==> config.mk <==
export PLATFORM = sky130hd
export DESIGN_NAME = lfu_cache_policy_top
export DESIGN_NICKNAME = d
export VERILOG_FILES = /design/src/design/lfu_pkg.sv /design/src/design/lfu_ctrl.sv /design/src/design/lfu_dp.sv /design/src/design/lfu_cache_policy_top.sv
export SDC_FILE = /design/constraint.sdc
export NUM_CORES = 1
export LEC_CHECK = 0
export ABC_AREA = 1
export BUFFER_PORTS_ARGS = -buffer_cell sky130_fd_sc_hd__clkbuf_2
export CORE_UTILIZATION = 50
export CTS_CLUSTER_DIAMETER = 50
export DETAILED_ROUTE_END_ITERATION = 7
export PLACE_DENSITY = 0.66
export SLEW_MARGIN = 20
export SYNTH_ARGS = -nofsm -noshare
export SYNTH_HDL_FRONTEND = slang
export SYNTH_HIERARCHICAL = 1
export SYNTH_SLANG_ARGS = --single-unit
==> constraint.sdc <==
create_clock -name clk -period 6.8 [get_ports clk]
set_input_delay 1.36 -clock clk [delete_from_list [all_inputs] [get_ports clk]]
set_output_delay 1.36 -clock clk [all_outputs]
set_load 0.05 [all_outputs]
==> src/design/lfu_pkg.sv <==
// Shared types and constants for the LFU cache policy block.
// Used by lfu_ctrl, lfu_dp and lfu_cache_policy_top; no dependencies.
`default_nettype none

package lfu_pkg;

    // Command codes carried in the request word
    localparam logic CMD_ACCESS = 1'b0;  // access, insert on miss
    localparam logic CMD_LOOKUP = 1'b1;  // lookup only, never inserts

    // Capacity register
    localparam int unsigned CAPACITY_W = 5;
    localparam logic [CAPACITY_W-1:0] CAPACITY_RESET = 5'd16;

    // Port payload widths
    localparam int unsigned KEY_W = 32;
    localparam int unsigned MIN_W = 16;

    // Request word
    typedef struct packed {
        logic             command;
        logic [KEY_W-1:0] key;
    } req_t;

    // Result word
    typedef struct packed {
        logic             hit;
        logic [MIN_W-1:0] min_count;
    } rsp_t;

    // Controller to datapath commands
    typedef struct packed {
        logic load;    // capture request, clear scan accumulators
        logic scan;    // read one entry and advance the scan address
        logic commit;  // apply the update and register the result
    } ctrl_cmd_t;

    // Datapath to controller status
    typedef struct packed {
        logic scan_last;  // scan address is on the last entry
    } dp_status_t;

endpackage

`default_nettype wire

==> src/design/lfu_ctrl.sv <==
// Sequencer for the LFU cache policy block: load, scan, drain, commit.
// Depends on lfu_pkg for the command and status structs.
`default_nettype none

module lfu_ctrl
(
    input  wire logic                clk,
    input  wire logic                rst_n,
    input  wire logic                start,
    input  wire lfu_pkg::dp_status_t status,
    output      lfu_pkg::ctrl_cmd_t  ctrl_cmd,
    output      logic                busy,
    output      logic                done
);

    typedef enum logic [3:0] {
        ST_IDLE   = 4'b0001,
        ST_SCAN   = 4'b0010,
        ST_DRAIN  = 4'b0100,
        ST_COMMIT = 4'b1000
    } state_t;

    state_t state_reg;
    state_t state_next;
    logic   done_reg;

    // Next state
    always_comb
    begin
        state_next = state_reg;
        unique case (state_reg)
            ST_IDLE:
            begin
                if (start)
                begin
                    state_next = ST_SCAN;
                end
            end
            ST_SCAN:
            begin
                if (status.scan_last)
                begin
                    state_next = ST_DRAIN;
                end
            end
            ST_DRAIN:  state_next = ST_COMMIT;
            ST_COMMIT: state_next = ST_IDLE;
            default:   state_next = ST_IDLE;
        endcase
    end

    // Commands to the datapath
    always_comb
    begin
        ctrl_cmd.load   = (state_reg == ST_IDLE) && start;
        ctrl_cmd.scan   = (state_reg == ST_SCAN);
        ctrl_cmd.commit = (state_reg == ST_COMMIT);
    end

    assign busy = (state_reg != ST_IDLE);
    assign done = done_reg;

    // State and result strobe
    always_ff @(posedge clk or negedge rst_n)
    begin
        if (!rst_n)
        begin
            state_reg <= ST_IDLE;
            done_reg  <= 1'b0;
        end
        else
        begin
            state_reg <= state_next;
            done_reg  <= (state_reg == ST_COMMIT);
        end
    end

endmodule

`default_nettype wire

==> src/design/lfu_dp.sv <==
// Datapath of the LFU cache policy block: entry stores, scan unit,
// capacity register, update logic and result register. Depends on lfu_pkg.
`default_nettype none

module lfu_dp
#(
    parameter int unsigned ENTRIES    = 16,
    parameter int unsigned KEY_BITS   = 32,
    parameter int unsigned COUNT_BITS = 16
)
(
    input  wire logic                                clk,
    input  wire logic                                rst_n,
    input  wire lfu_pkg::ctrl_cmd_t                  ctrl_cmd,
    input  wire lfu_pkg::req_t                       request,
    input  wire logic                                cfg_we,
    input  wire logic [lfu_pkg::CAPACITY_W-1:0]      cfg_data,
    output      lfu_pkg::dp_status_t                 status,
    output      lfu_pkg::rsp_t                       response
);

    localparam int unsigned IDX_W = $clog2(ENTRIES);
    localparam int unsigned OCC_W = $clog2(ENTRIES + 1);
    localparam int unsigned CMP_W =
        (OCC_W > lfu_pkg::CAPACITY_W) ? OCC_W : lfu_pkg::CAPACITY_W;
    localparam logic [IDX_W-1:0]      LAST_IDX  = IDX_W'(ENTRIES - 1);
    localparam logic [CMP_W-1:0]      ENTRIES_C = CMP_W'(ENTRIES);
    localparam logic [COUNT_BITS-1:0] COUNT_MAX = {COUNT_BITS{1'b1}};
    localparam logic [COUNT_BITS-1:0] COUNT_ONE = COUNT_BITS'(1);

    // Entry stores (memories) and valid bits
    logic [KEY_BITS-1:0]   mem_key [ENTRIES];
    logic [COUNT_BITS-1:0] mem_cnt [ENTRIES];
    logic [ENTRIES-1:0]    valid_reg;

    // Block state
    logic [lfu_pkg::CAPACITY_W-1:0] capacity_reg;
    logic [OCC_W-1:0]               occ_reg;
    logic [COUNT_BITS-1:0]          min_reg;

    // Captured request
    logic                command_reg;
    logic [KEY_BITS-1:0] key_reg;

    // Scan address and read stage
    logic [IDX_W-1:0]      addr_reg;
    logic                  rd_vld_reg;
    logic [IDX_W-1:0]      rd_idx_reg;
    logic [KEY_BITS-1:0]   rd_key_reg;
    logic [COUNT_BITS-1:0] rd_cnt_reg;

    // Scan accumulators
    logic                  hit_any_reg,  hit_any_next;
    logic [IDX_W-1:0]      hit_idx_reg,  hit_idx_next;
    logic [COUNT_BITS-1:0] hit_cnt_reg,  hit_cnt_next;
    logic                  min_any_reg,  min_any_next;
    logic [COUNT_BITS-1:0] min_acc_reg,  min_acc_next;
    logic                  vic_any_reg,  vic_any_next;
    logic [IDX_W-1:0]      vic_idx_reg,  vic_idx_next;
    logic [COUNT_BITS-1:0] vic_cnt_reg,  vic_cnt_next;
    logic [KEY_BITS-1:0]   vic_key_reg,  vic_key_next;
    logic                  free_any_reg, free_any_next;
    logic [IDX_W-1:0]      free_idx_reg, free_idx_next;

    // Scan evaluation terms
    logic                  ev_valid;
    logic                  ev_match;
    logic [COUNT_BITS-1:0] ev_inc;
    logic [COUNT_BITS-1:0] ev_cnt;

    // Commit terms
    logic [CMP_W-1:0]      cap_eff;
    logic                  occ_lt;
    logic                  use_free;
    logic                  wr_en;
    logic [IDX_W-1:0]      wr_addr;
    logic [COUNT_BITS-1:0] wr_cnt;
    logic [OCC_W-1:0]      occ_next;
    logic [COUNT_BITS-1:0] min_next;
    logic [COUNT_BITS-1:0] min_out;

    assign status.scan_last = (addr_reg == LAST_IDX);

    // Evaluate the entry that came out of the read stage
    always_comb
    begin
        ev_valid = rd_vld_reg && valid_reg[rd_idx_reg];
        ev_match = ev_valid && (rd_key_reg == key_reg);
        ev_inc   = (rd_cnt_reg == COUNT_MAX) ? rd_cnt_reg : rd_cnt_reg + COUNT_ONE;
        ev_cnt   = ev_match ? ev_inc : rd_cnt_reg;
    end

    // Accumulators: hit slot, minimum after the hit, victim, first free slot
    always_comb
    begin
        hit_any_next  = hit_any_reg;
        hit_idx_next  = hit_idx_reg;
        hit_cnt_next  = hit_cnt_reg;
        min_any_next  = min_any_reg;
        min_acc_next  = min_acc_reg;
        vic_any_next  = vic_any_reg;
        vic_idx_next  = vic_idx_reg;
        vic_cnt_next  = vic_cnt_reg;
        vic_key_next  = vic_key_reg;
        free_any_next = free_any_reg;
        free_idx_next = free_idx_reg;
        if (ctrl_cmd.load)
        begin
            hit_any_next  = 1'b0;
            min_any_next  = 1'b0;
            vic_any_next  = 1'b0;
            free_any_next = 1'b0;
        end
        else if (rd_vld_reg)
        begin
            if (ev_match)
            begin
                hit_any_next = 1'b1;
                hit_idx_next = rd_idx_reg;
                hit_cnt_next = ev_inc;
            end
            if (ev_valid && (!min_any_reg || (ev_cnt < min_acc_reg)))
            begin
                min_any_next = 1'b1;
                min_acc_next = ev_cnt;
            end
            if (ev_valid && (!vic_any_reg || (rd_cnt_reg < vic_cnt_reg) ||
                ((rd_cnt_reg == vic_cnt_reg) && (rd_key_reg < vic_key_reg))))
            begin
                vic_any_next = 1'b1;
                vic_idx_next = rd_idx_reg;
                vic_cnt_next = rd_cnt_reg;
                vic_key_next = rd_key_reg;
            end
            if (!ev_valid && !free_any_reg)
            begin
                free_any_next = 1'b1;
                free_idx_next = rd_idx_reg;
            end
        end
    end

    // Update decision
    always_comb
    begin
        if (capacity_reg == '0)
        begin
            cap_eff = CMP_W'(1);
        end
        else if (CMP_W'(capacity_reg) > ENTRIES_C)
        begin
            cap_eff = ENTRIES_C;
        end
        else
        begin
            cap_eff = CMP_W'(capacity_reg);
        end
        occ_lt   = (CMP_W'(occ_reg) < cap_eff);
        use_free = occ_lt ? free_any_reg : !vic_any_reg;
        wr_en    = 1'b0;
        wr_addr  = hit_idx_reg;
        wr_cnt   = hit_cnt_reg;
        occ_next = occ_reg;
        min_next = min_reg;
        if (hit_any_reg)
        begin
            wr_en    = ctrl_cmd.commit;
            min_next = min_acc_reg;
        end
        else if (command_reg == lfu_pkg::CMD_ACCESS && (free_any_reg || vic_any_reg))
        begin
            wr_en    = ctrl_cmd.commit;
            wr_addr  = use_free ? free_idx_reg : vic_idx_reg;
            wr_cnt   = COUNT_ONE;
            min_next = COUNT_ONE;
            if (use_free)
            begin
                occ_next = occ_reg + OCC_W'(1);
            end
        end
        min_out = (occ_next == '0) ? '0 : min_next;
    end

    // Entry stores: one write at commit, one registered read per scan step
    always_ff @(posedge clk)
    begin
        if (wr_en)
        begin
            mem_key[wr_addr] <= key_reg;
            mem_cnt[wr_addr] <= wr_cnt;
        end
        if (ctrl_cmd.scan)
        begin
            rd_key_reg <= mem_key[addr_reg];
            rd_cnt_reg <= mem_cnt[addr_reg];
            rd_idx_reg <= addr_reg;
        end
    end

    // Payload registers
    always_ff @(posedge clk)
    begin
        if (ctrl_cmd.load)
        begin
            command_reg <= request.command;
            key_reg     <= KEY_BITS'(request.key);
        end
        if (ctrl_cmd.commit)
        begin
            response.hit       <= hit_any_reg;
            response.min_count <= lfu_pkg::MIN_W'(min_out);
        end
        hit_idx_reg  <= hit_idx_next;
        hit_cnt_reg  <= hit_cnt_next;
        min_acc_reg  <= min_acc_next;
        vic_idx_reg  <= vic_idx_next;
        vic_cnt_reg  <= vic_cnt_next;
        vic_key_reg  <= vic_key_next;
        free_idx_reg <= free_idx_next;
    end

    // Control state
    always_ff @(posedge clk or negedge rst_n)
    begin
        if (!rst_n)
        begin
            valid_reg    <= '0;
            capacity_reg <= lfu_pkg::CAPACITY_RESET;
            occ_reg      <= '0;
            min_reg      <= '0;
            addr_reg     <= '0;
            rd_vld_reg   <= 1'b0;
            hit_any_reg  <= 1'b0;
            min_any_reg  <= 1'b0;
            vic_any_reg  <= 1'b0;
            free_any_reg <= 1'b0;
        end
        else
        begin
            if (cfg_we)
            begin
                capacity_reg <= cfg_data;
            end
            if (ctrl_cmd.load)
            begin
                addr_reg <= '0;
            end
            else if (ctrl_cmd.scan)
            begin
                addr_reg <= addr_reg + IDX_W'(1);
            end
            rd_vld_reg <= ctrl_cmd.scan;
            if (wr_en)
            begin
                valid_reg[wr_addr] <= 1'b1;
            end
            if (ctrl_cmd.commit)
            begin
                occ_reg <= occ_next;
                min_reg <= min_next;
            end
            hit_any_reg  <= hit_any_next;
            min_any_reg  <= min_any_next;
            vic_any_reg  <= vic_any_next;
            free_any_reg <= free_any_next;
        end
    end

endmodule

`default_nettype wire

==> src/design/lfu_cache_policy_top.sv <==
// LFU cache policy block, top level: controller plus datapath.
// Depends on lfu_pkg, lfu_ctrl and lfu_dp.
//
// Usage:
//   Request word (command, key) is taken at a rising edge with start high
//   and busy low. Command access counts a hit or inserts the key with use
//   count 1, evicting the least used entry (ties: smallest key) when the
//   occupancy has reached the capacity; command lookup only counts a hit.
//   Exactly one result word (hit, min_count) per request is shown on
//   response for one cycle with done high. The receiver cannot stall it.
//   Capacity is written through cfg_we/cfg_data while the block is idle.
// Timing:
//   The datapath scans the entry store one entry per cycle through a
//   single registered read port. After the last scan step the sequencer
//   passes through its drain and commit states; the result and done are
//   registered from commit, and busy falls in the cycle done is high, so
//   a new request can then be issued.
// Reset:
//   rst_n clears all valid bits, the occupancy and minimum count, and sets
//   capacity to 16. The block is ready right after reset.
`default_nettype none

module lfu_cache_policy_top
#(
    parameter int unsigned ENTRIES    = 16,
    parameter int unsigned KEY_BITS   = 32,
    parameter int unsigned COUNT_BITS = 16
)
(
    input  wire logic                           clk,
    input  wire logic                           rst_n,
    input  wire logic                           start,
    output      logic                           busy,
    input  wire lfu_pkg::req_t                  request,
    output      logic                           done,
    output      lfu_pkg::rsp_t                  response,
    input  wire logic                           cfg_we,
    input  wire logic [lfu_pkg::CAPACITY_W-1:0] cfg_data
);

    lfu_pkg::ctrl_cmd_t  ctrl_cmd;
    lfu_pkg::dp_status_t status;

    // Sequencer
    lfu_ctrl u_ctrl
    (
        .clk      (clk),
        .rst_n    (rst_n),
        .start    (start),
        .status   (status),
        .ctrl_cmd (ctrl_cmd),
        .busy     (busy),
        .done     (done)
    );

    // Stores, scan unit and update logic
    lfu_dp
    #(
        .ENTRIES    (ENTRIES),
        .KEY_BITS   (KEY_BITS),
        .COUNT_BITS (COUNT_BITS)
    )
    u_dp
    (
        .clk      (clk),
        .rst_n    (rst_n),
        .ctrl_cmd (ctrl_cmd),
        .request  (request),
        .cfg_we   (cfg_we),
        .cfg_data (cfg_data),
        .status   (status),
        .response (response)
    );

    // Checks
    a_commit_done: assert property (@(posedge clk) disable iff (!rst_n)
        ctrl_cmd.commit |=> done)
        else $error("result strobe missing after commit");

    a_scan_busy: assert property (@(posedge clk) disable iff (!rst_n)
        ctrl_cmd.scan |-> busy)
        else $error("scan step while not busy");

    a_accept_busy: assert property (@(posedge clk) disable iff (!rst_n)
        (start && !busy) |=> (busy && !done))
        else $error("accepted request did not start a scan");

endmodule

`default_nettype wire
# [Word level (Yosys, flattened, before mapping)]
# Memories as Yosys holds them, arrays and structs flattened. A register that Yosys moved wholly into a read port is not among the register bits.
# Cells that the tools add are included.
[totals] n_memories=2 register_bits=202 ram_bits=768 inputBits=42 elab_cells=125 out_inout_bits=19
[classes] n_lt_le_gt_ge=8 reduce_logical=34 bitwise=3 eq_ne=11 n_addsub=3 mux=40
[memory_table] name="u_dp.mem_key" depth=16 width=32 read_ports=1 rd_ports_with_merged_regs=1 write_ports=1 line="lfu_dp.sv:32" rtl="logic [KEY_BITS-1:0] mem_key [ENTRIES];"
[memory_table] name="u_dp.mem_cnt" depth=16 width=16 read_ports=1 rd_ports_with_merged_regs=1 write_ports=1 line="lfu_dp.sv:33" rtl="logic [COUNT_BITS-1:0] mem_cnt [ENTRIES];"
[op_table] op="2-to-1 mux 16 bit" n=6
[op_table] op="equality test 32 bit" n=1
[op_table] op="less-than comparator 16 bit" n=2
[op_table] op="less-than comparator 32 bit" n=1
[op_table] op="2-to-1 mux 4 bit" n=7
[op_table] op="2-to-1 mux 5 bit" n=5
[op_table] op="2-to-1 mux 1 bit" n=19
[op_table] op="adder 16 x 1 -> 16 bit (second input constant)" n=1
[op_table] op="equality test 16 bit" n=1
[op_table] op="equality test 16 bit (second input constant)" n=1
[op_table] op="bitwise OR 16 bit" n=1
[op_table] op="one-hot mux 4 bit (3 select lines)" n=1
[op_table] op="AND reduction 3 bit" n=4
[op_table] op="nonzero test 2 bit" n=6
[op_table] op="zero test 5 bit" n=2
[op_table] op="less-than comparator 4 x 5 -> 1 bit (second input constant)" n=2
[op_table] op="AND reduction 2 bit" n=5
[op_table] op="logical AND 1 bit" n=9
[op_table] op="equality test 4 bit (second input constant)" n=2
[op_table] op="adder 5 x 1 -> 5 bit (second input constant)" n=1
[op_table] op="> comparator 5 bit (second input constant)" n=1
[op_table] op="less-than comparator 5 bit" n=1
[op_table] op="adder 4 x 1 -> 4 bit (second input constant)" n=1
[op_table] op="binary-select mux 1 bit (select 4 bit)" n=1
[op_table] op="10 further kinds" n=18

# [Depth between registers and ports, before layout]
# Gate-level depths: netlist (run 1).
[logic_depth] word_depth=13 ltp_mapped=23 ltp_nobuf=22

# [By module]
# Netlist (run 1), hierarchy kept.
[by_module_without_submodules] module="lfu_dp" instances=1 area_each_um2=40736.6 seq_area_each_um2=30165.2 cells_per_inst=3164
[by_module_without_submodules] module="lfu_ctrl" instances=1 area_each_um2=246.5 seq_area_each_um2=126.4 cells_per_inst=29

# [Worst setup path before layout (run 1)]
# Ideal clock, no wire load.
[synth_timing] path_kind="flip-flop to flip-flop" start="register u_ctrl.state_reg[1]" end="memory u_dp.mem_cnt[5][0] (enable)" arrival_time_ps=5678 period_less_slack_ps=6132 setup_ps=454 setup_slack_ps=668 path_buffers=0 stages_incl_launch_ff=8 path_cell_list="dfrtp_1 > nor4_1 > inv_1 > nor2_1 > inv_1 > nor2_1 > nand2_1 > nor2_1"
[synth_lines] element="start: declaration" line="lfu_ctrl.sv:23" rtl="state_t state_reg;"
[synth_lines] element="start signal: assignment" line="lfu_ctrl.sv:73" rtl="state_reg <= state_next;"
[synth_lines] element="end: declaration" line="lfu_dp.sv:33"

# [Final worst setup path (run 1)]
[layout_timing] start="register u_dp/capacity_reg[4] in the netlist's numbering" end="memory u_dp.mem_key[15][0] (enable)"
[layout_between] elab_chain_len=8 word_cells_on_any_way=9 classes_between="order compare (2); mux (6); reduce/logical (1)"
[layout_lines] element="start: declaration" line="lfu_dp.sv:37" rtl="logic [lfu_pkg::CAPACITY_W-1:0] capacity_reg;"
[layout_lines] element="start signal: assignment" line="lfu_dp.sv:228" rtl="capacity_reg <= lfu_pkg::CAPACITY_RESET;"
[layout_lines] element="start signal: assignment" line="lfu_dp.sv:242" rtl="capacity_reg <= cfg_data;"
[layout_lines] element="> comparator 5 bit" line="lfu_dp.sv:150" rtl="else if (CMP_W'(capacity_reg) > ENTRIES_C)"
[layout_lines] element="2-to-1 mux 5 bit" line="lfu_dp.sv:150"
[layout_lines] element="2-to-1 mux 5 bit (*)" line="lfu_dp.sv:146" rtl="if (capacity_reg == '0)"
[layout_lines] element="less-than comparator 5 bit (*)" line="lfu_dp.sv:158" rtl="occ_lt = (CMP_W'(occ_reg) < cap_eff);"
[layout_lines] element="2-to-1 mux 1 bit (*)" line="lfu_dp.sv:159" rtl="use_free = occ_lt ? free_any_reg : !vic_any_reg;"
[layout_lines] element="2-to-1 mux 4 bit (*)" line="lfu_dp.sv:173" rtl="wr_addr = use_free ? free_idx_reg : vic_idx_reg;"
[layout_lines] element="2-to-1 mux 4 bit (*)" line="lfu_dp.sv:170" rtl="else if (command_reg == lfu_pkg::CMD_ACCESS && (free_any_reg || vic_any_reg))"
[layout_lines] element="2-to-1 mux 4 bit (*)" line="lfu_dp.sv:165" rtl="if (hit_any_reg)"
[layout_lines] element="end: declaration" line="lfu_dp.sv:32"
# Every way passes the cells marked *; elsewhere a longest branch is shown, timed or not.

==> metrics, run 1 <==
Core Region between 80,000 and 90,000 um^2; CTS resizes 0; Cells after Synth 3,193; reg2reg path depth 13; DRT iter0 DRCs 2,813; die span in y 288 um; DPL Wire Length between 50 and 60 mm; Netlist cell types 41; kind of critical path reg -> reg; Async S/R FF share, synth between 5 and 6%; required time of the critical path 7.09 ns; largest net degree at the start of global routing 245; crit path to u_dp/mem_key[15][0]$_DFFE_PP_; Max Clock Skew 0.0508 ns; minimum clock period 4.32 ns; TNS Setup 0 ns; Top-Level Pins 61; Critical Path Source Type flip-flop; initial core utilization between 50% and 60%; GRT Residual Overflow 0; sequential share of the synthesized area roughly three quarters; Largest regs u_dp/mem_key: 512 flops, u_dp/mem_cnt: 256 flops; RSZ-0062 raised after global routing false; synthesized area per cell 12.8 um^2; Die X 288 um; number of flip-flops in the largest register 512; CTS sink count slightly above 1,000; Setup crit start u_dp/capacity_reg[4]$_DFFE_PN1P_; I/O Buffers 60; failing checks DRC; Slew headroom 26.5%; Ys Warns 6; final worst path period share 63.6%; Synth Cell Area 41,000 um^2; Setup Fix Bufs, Post-CTS 0; CTS Hold Buffers Added 0; most common cell after layout, fill and taps aside edfxtp_1; Leak 16.0 nW; FMAX 231 MHz; CP Capture Type flip-flop; # nets final approximately 3,300; clk_lat worst skew 0.68 ns; Peak VDD IR 0.314 mV; vias in the first global route 25,627; row cnt 104; DRT Pass-1 Iters 8; Post-synth top flop edfxtp_1; worst-case clock buffer depth 3; die area between 80,000 and 90,000 um^2; TritonCTS buffer count 110; worst hold slack 0.459 ns; DRC Markers 5; ANT cells 0; post-DR wirelength/cell 22.2 um; via density per instance 5.88; Vias 25,816; Post-DRT Antenna Nets 0; number of synthesized flops with an enable pin 962; Max Transition Viols Final 0; CTS tree built; WL final 97.6 mm; initial antenna violation count 0; crit path DAT 4.62 ns; Top reg by flops u_dp/mem_key; # setup viols final 0; Max Cap Viol 0; Fin. Hold Viols 0; first-pass GRT wire length 149 mm; Syn-to-layout area delta 12.8%; Least-Margin Pin Slew 1.10 ns; flops & latches, synth a little over 1,000; total track usage between 20% and 30%; share of cells above drive strength 1 9.62%; PD cells 374 nW/um^2; setup slack, reg-to-reg 2.48 ns; status finished, violations left; Root Driver clkbuf_16; reg2reg end u_dp/mem_key[15][0]$_DFFE_PP_; Max H-tree Level 3; GP Congestion 0.848; most frequent cells in the layout edfxtp_1, o21ai_0, nor2_1; Filler Cell Count 6,357; Hold Path Class reg -> reg; Synthesized Nets 3,304; worst r2r src u_dp/capacity_reg[4]$_DFFE_PN1P_; Worst-path clk slew roughly 0.060 ns; crit-path max FO 35
==> synth_stat cells (all sizes together) (4+ instances only) <==
| master | count | area, um^2 |
|---|---|---|
| nand2 | 357 | 1350 |
| nor3 | 16 | 91.3 |
| inv | 192 | 723 |
| edfxtp | 962 | 28900 |
| o221ai | 77 | 674 |
| a211oi | 4 | 30.0 |
| a21oi | 64 | 324 |
| ha | 69 | 863 |
| o22ai | 117 | 732 |
| nor2 | 461 | 1760 |
| a31oi | 4 | 25.0 |
| o21ai | 460 | 2300 |
| nand4 | 8 | 50.1 |
| xnor2 | 19 | 166 |
| xor2 | 18 | 165 |
| buf | 12 | 55.1 |
| nor4 | 5 | 31.3 |
| dfrtp | 54 | 1350 |
| clkbuf | 156 | 586 |
| nand3 | 107 | 541 |
| o211ai | 21 | 158 |
==> critical path, cell delays in order, from the launching register on <==
cell	delay, ns
dfstp_2	0.54
inv_1	0.09
ha_1	0.32
a21oi_1	0.15
o21a_1	0.15
nand2_1	0.06
nand2_1	0.07
nand2_2	0.09
inv_4	0.11
nor2_1	0.06
o21ai_0	0.35
nand3_1	0.51
nor2_4	0.72
buf_4	0.69
==> routing by layer <==
layer / up-vias / part of all wire, % / track usage, %
met2: 1006 / 49 / 38.8
met3: 202 / 7.2 / 3.73
li1: 11719 / - / -
met4: 0 / 2.7 / 7.39
met1: 12889 / 41 / 32.2
met5: - / 0 / 0
==> final cells by class <==
cell class | count | area [um^2] | share of cell area, %
clock buffer | 133 | 2950 | 6.39
sequential | 1018 | 30300 | 65.5
timing repair buffer | 99 | 618 | 1.34
clock inverter | 70 | 822 | 1.78
tap | 1060 | 1330 | 2.87
multi-input combinational | 1814 | 9480 | 20.5
inverter | 193 | 737 | 1.59
==> kinds of logic (layout without fill, tap and decap cells) <==
family / after synthesis / after routing / synth area share (%)
mux: 1 / 1 / 0.0275
flops: 1018 / 1018 / 73.9
simple gates: 956 / 956 / 9.35
compound gates: 751 / 751 / 10.5
fa+ha+maj: 69 / 69 / 2.11
xor+xnor: 37 / 37 / 0.809
buf+inv: 361 / 495 / 3.34
==> worst min-delay path by stage <==
stage / end / from / slack, ns / depth (start not counted)
2_1_floorplan: u_dp/rd_idx_reg[2]$_DFFE_PP_ / u_dp/addr_reg[2]$_DFFE_PN0P_ / 0.42 / 0
3_3_place_gp: u_dp/valid_reg[4]$_DFFE_PN0P_ / u_dp/valid_reg[4]$_DFFE_PN0P_ / 0.45 / 2
3_5_place_dp: u_dp/valid_reg[0]$_DFFE_PN0P_ / u_dp/valid_reg[0]$_DFFE_PN0P_ / 0.45 / 2
4_1_cts: u_dp/valid_reg[0]$_DFFE_PN0P_ / u_dp/valid_reg[0]$_DFFE_PN0P_ / 0.46 / 2
5_1_grt: u_dp/valid_reg[0]$_DFFE_PN0P_ / u_dp/valid_reg[0]$_DFFE_PN0P_ / 0.49 / 2
6_report: u_dp/valid_reg[0]$_DFFE_PN0P_ / u_dp/valid_reg[0]$_DFFE_PN0P_ / 0.46 / 2
==> stage by stage <==
stage	instance area (um^2)	utilization (%)	total power [W]	setup WS [ns]	instances
global route	46200	57.2	0.0180	2.13	4387
finish	46200	57.2	0.0173	2.48	4387
CTS	46200	57.2	0.0174	2.45	4387
detailed placement	42500	52.5	0.0112	2.46	4184
floorplan	41000	-	0.0101	0.668	3193
global placement	42500	52.5	0.0111	2.54	4184
==> power by group <==
part           total, W  switching, W  internal [W]
Clock           0.00612       0.00245       0.00367
Sequential      0.00782      0.000406       0.00742
Combinational   0.00333       0.00238      0.000954
Total            0.0173       0.00523        0.0120
Note: power is estimated with default switching activity, not from simulation.
==> run 2, diff against run 1 <==
ABC_AREA = 0   (was 1)
PLACE_DENSITY = 0.68   (was 0.66)
clock period = 3.79 ns   (was 6.8 ns; I/O delays follow)
==> run 2 against run 1 <==
The flow finishes with violations (setup timing). Sequential power grew 74%. Combinational power grew 60%. Critical path depth grew 2. Setup slack lost 2.6 ns. Clock-buffer cell count shrank 7. Hold slack lost 0.21 ns. Non-clock buffer count grew 151. Sequential share of layout area shrank 1.6 points. Final cell count shrank 24%. Wire length shrank 7.1%. Critical endpoint is now u_dp/min_acc_reg[3]$_DFFE_PP_. Highest routed layer unchanged.
==> metrics, run 2 <==
ANT cells 0 (unchanged); Async S/R FF share, synth 5.50% (unchanged); failing checks setup timing; Synth top area share 72.0% (+1.6 points); Max Clock Skew 0.0543 ns (+0.00354 ns); post-DR wirelength/cell 27.2 um (+22%); clk_lat worst skew 0.68 ns (about the same); via density per instance 5.97 (+1.5%); die span in y 285 um (-1.1%); most frequent cell after synthesis edfxtp_1; crit path DAT 4.30 ns (-0.32 ns); largest net degree at the start of global routing 57 (-77%); Root Driver clkbuf_16; synthesized area per cell 21.0 um^2 (+64%); final worst slack -0.133 ns (-2.61 ns); reg2reg end u_dp/min_acc_reg[3]$_DFFE_PP_; Max Cap Viol 0 (unchanged); crit-path max FO 8 (-77%); worst r2r src u_dp/rd_key_reg[2]$_DFFE_PP_; status finished, violations left; Max H-tree Level 3 (unchanged); Crit path max-delay family simple AND/OR/NAND/NOR gates; Synthesized Nets 2,016 (-39%); final worst path period share 104% (+40 points); Core Region 79,100 um^2 (-2.1%); DPL Wire Length 53.6 mm (+0.98%); reg2reg path depth 15 (+2); kind of critical path reg -> reg; setup slack, reg-to-reg -0.13 ns (-2.61 ns); initial core utilization 50.7% (about the same); worst-case clock buffer depth 3 (unchanged); DRC Markers 0 (-5); GRT Residual Overflow 0 (unchanged); vias in the first global route 20,611 (-20%); FMAX 255 MHz (+10%); top post-synthesis cells by area edfxtp_1, mux4_2, dfrtp_1; most common cell after layout, fill and taps aside edfxtp_1; Least-Margin Pin Slew 1.06 ns (-0.0466 ns); Peak VDD IR 0.450 mV (+43%); Die X 285 um (-1.1%); # setup viols final 16 (+16); synth cell count leaders edfxtp_1, mux4_2, inv_1; worst hold slack 0.248 ns (-0.212 ns); DRT iter0 DRCs 1,979 (-30%); I/O Buffers 60 (unchanged); Syn-to-layout area delta 18.1%; Vias 19,870 (-23%); Netlist cell types 70 (+71%); DRT Pass-1 Iters 5 (-3); most frequent cells in the layout edfxtp_1, mux4_2, buf_4; CTS tree built; Ys Warns 6 (unchanged); Cells after Synth 1,905 (-40%); Slew headroom 29.4% (+2.8 points); row cnt 103 (-0.96%); minimum clock period 3.92 ns (-0.401 ns); Leak 15.8 nW (-1.3%); Synth Cell Area 40,100 um^2 (-2.2%); number of synthesized flops with an enable pin 962 (unchanged); Hold Path Class in -> async; Fin. Hold Viols 0 (unchanged); die area 81,300 um^2 (-2.1%); required time of the critical path 4.17 ns (-2.92 ns); Worst path max stage delay 0.46 ns (-0.26 ns); CP max-delay cell edfxtp_1; TritonCTS buffer count 105 (-4.5%); Final Util 59.9% (+2.7 points); WL final 90.6 mm (-7.1%); GP Congestion 0.857 (+1.0%); Critical Path Source Type flip-flop; Max Transition Viols Final 0 (unchanged); Largest regs u_dp/mem_key: 512 flops, u_dp/mem_cnt: 256 flops; cell taking the most area after synthesis edfxtp_1; CTS sink count 1,018 (unchanged); number of flip-flops in the largest register 512 (unchanged); # nets final 2,302 (-31%); sequential share of the synthesized area 75.5% (+1.6 points); CP Capture Type flip-flop; CTS Hold Buffers Added 0 (unchanged); CP bufs+invs 5 (+2); crit path cell chain xor2_2 > nor4_2 > buf_4 > nand4_1 > buf_6 > nor3_4 > buf_6 > buf_4 > mux2_4 > ha_4 > o211ai_1 > nor4_2 > o41a_1 > nor3_4 > clkbuf_16; flops & latches, synth 1,018 (unchanged); PD cells 615 nW/um^2 (+65%); Post-DRT Antenna Nets 0 (unchanged); Top reg by flops u_dp/mem_key; total track usage 22.7% (-0.88 points); Top-Level Pins 61 (unchanged); share of cells above drive strength 1 32.7% (+23 points); first-pass GRT wire length 135 mm (-9.5%); initial antenna violation count 0 (unchanged); Post-synth top flop edfxtp_1; Worst-path clk slew 0.06 ns (about the same); RSZ-0062 raised after global routing true
==> run 2: cell count changes after synthesis, moves of 42 or more <==
cell,change
o221ai_1,-77
a21oi_1,-42
o21ai_0,-447
o22ai_1,-117
nand2_1,-318
inv_1,-111
clkbuf_1,-104
nand3_1,-87
mux4_2,+245
nor2_1,-404
==> run 2: layer usage <==
layer / part of all wire [%] / track usage (%) / up-vias
li1: - / - / 8416
met1: 41 / 31.7 / 10574
met2: 51 / 37.6 / 720
met3: 6.3 / 3.39 / 160
met4: 2.6 / 6.31 / 0
met5: 0 / 0 / -
==> run 2: logic make-up (layout without fill, tap and decap cells) <==
logic type | Yosys count | in the layout | synth area share [%]
muxes | 262 | 262 | 14.2
adders and majority gates | 69 | 69 | 2.15
buffers and inverters | 150 | 521 | 1.45
AOI/OAI and AO/OA | 135 | 135 | 2.47
xor gates and xnor gates | 63 | 63 | 1.38
DFF | 1018 | 1018 | 75.5
and+or+nand+nor | 208 | 210 | 2.77
==> run 2: worst max path at each step <==
| stage | start | endpoint | slack, ns | depth (start not counted) |
|---|---|---|---|---|
| finish | u_dp/rd_key_reg[2]$_DFFE_PP_ | u_dp/min_acc_reg[3]$_DFFE_PP_ | -0.13 | 15 |
| global route | u_dp/rd_key_reg[2]$_DFFE_PP_ | u_dp/min_acc_reg[1]$_DFFE_PP_ | -0.33 | 15 |
| CTS | u_dp/key_reg[18]$_DFFE_PP_ | u_dp/min_acc_reg[11]$_DFFE_PP_ | -0.03 | 17 |
| detailed placement | u_dp/key_reg[23]$_DFFE_PP_ | u_dp/min_acc_reg[4]$_DFFE_PP_ | -0.14 | 16 |
| global placement | u_dp/key_reg[0]$_DFFE_PP_ | u_dp/min_acc_reg[8]$_DFFE_PP_ | -0.11 | 15 |
| floorplan | u_dp/capacity_reg[4]$_DFFE_PN1P_ | u_dp/mem_cnt[1][0]$_DFFE_PP_ | -0.54 | 10 |
==> run 2: cell type report <==
class	instances	area (um^2)
Sequential cell	1018	30300
Timing Repair Buffer	250	2280
Multi-Input combinational cell	739	9730
Clock inverter	68	694
Tap cell	1050	1310
Fill cell	5564	31800
Clock buffer	126	2760
Inverter	77	289
==> run 2: timing repair <==
item,4_1_cts,5_1_grt
cloned,1,2
gates resized for setup,18,31
pin swaps,6,9
buffers inserted,9,17
endpoints found under the setup margin,27,44
==> run 2: through the flow <==
step	total power (W)	instance area (um^2)	std cells	TNS, ns	setup slack [ns]
6_report	0.0291	47400	3328	-1.84	-0.133
5_1_grt	0.0301	47400	3328	-4.91	-0.325
4_1_cts	0.0293	47000	3310	-0.156	-0.0281
3_5_place_dp	0.0190	43400	3106	-3.18	-0.135
3_3_place_gp	0.0189	43400	3106	-1.72	-0.111
2_1_floorplan	0.0172	40400	1905	-80.72	-0.544
==> run 2: power breakdown <==
part	total [W]	internal (W)	switching, W
clock	0.0102	0.00591	0.00430
combinational	0.00533	0.00265	0.00269
sequential	0.0136	0.0131	0.000510
total	0.0291	0.0216	0.00750
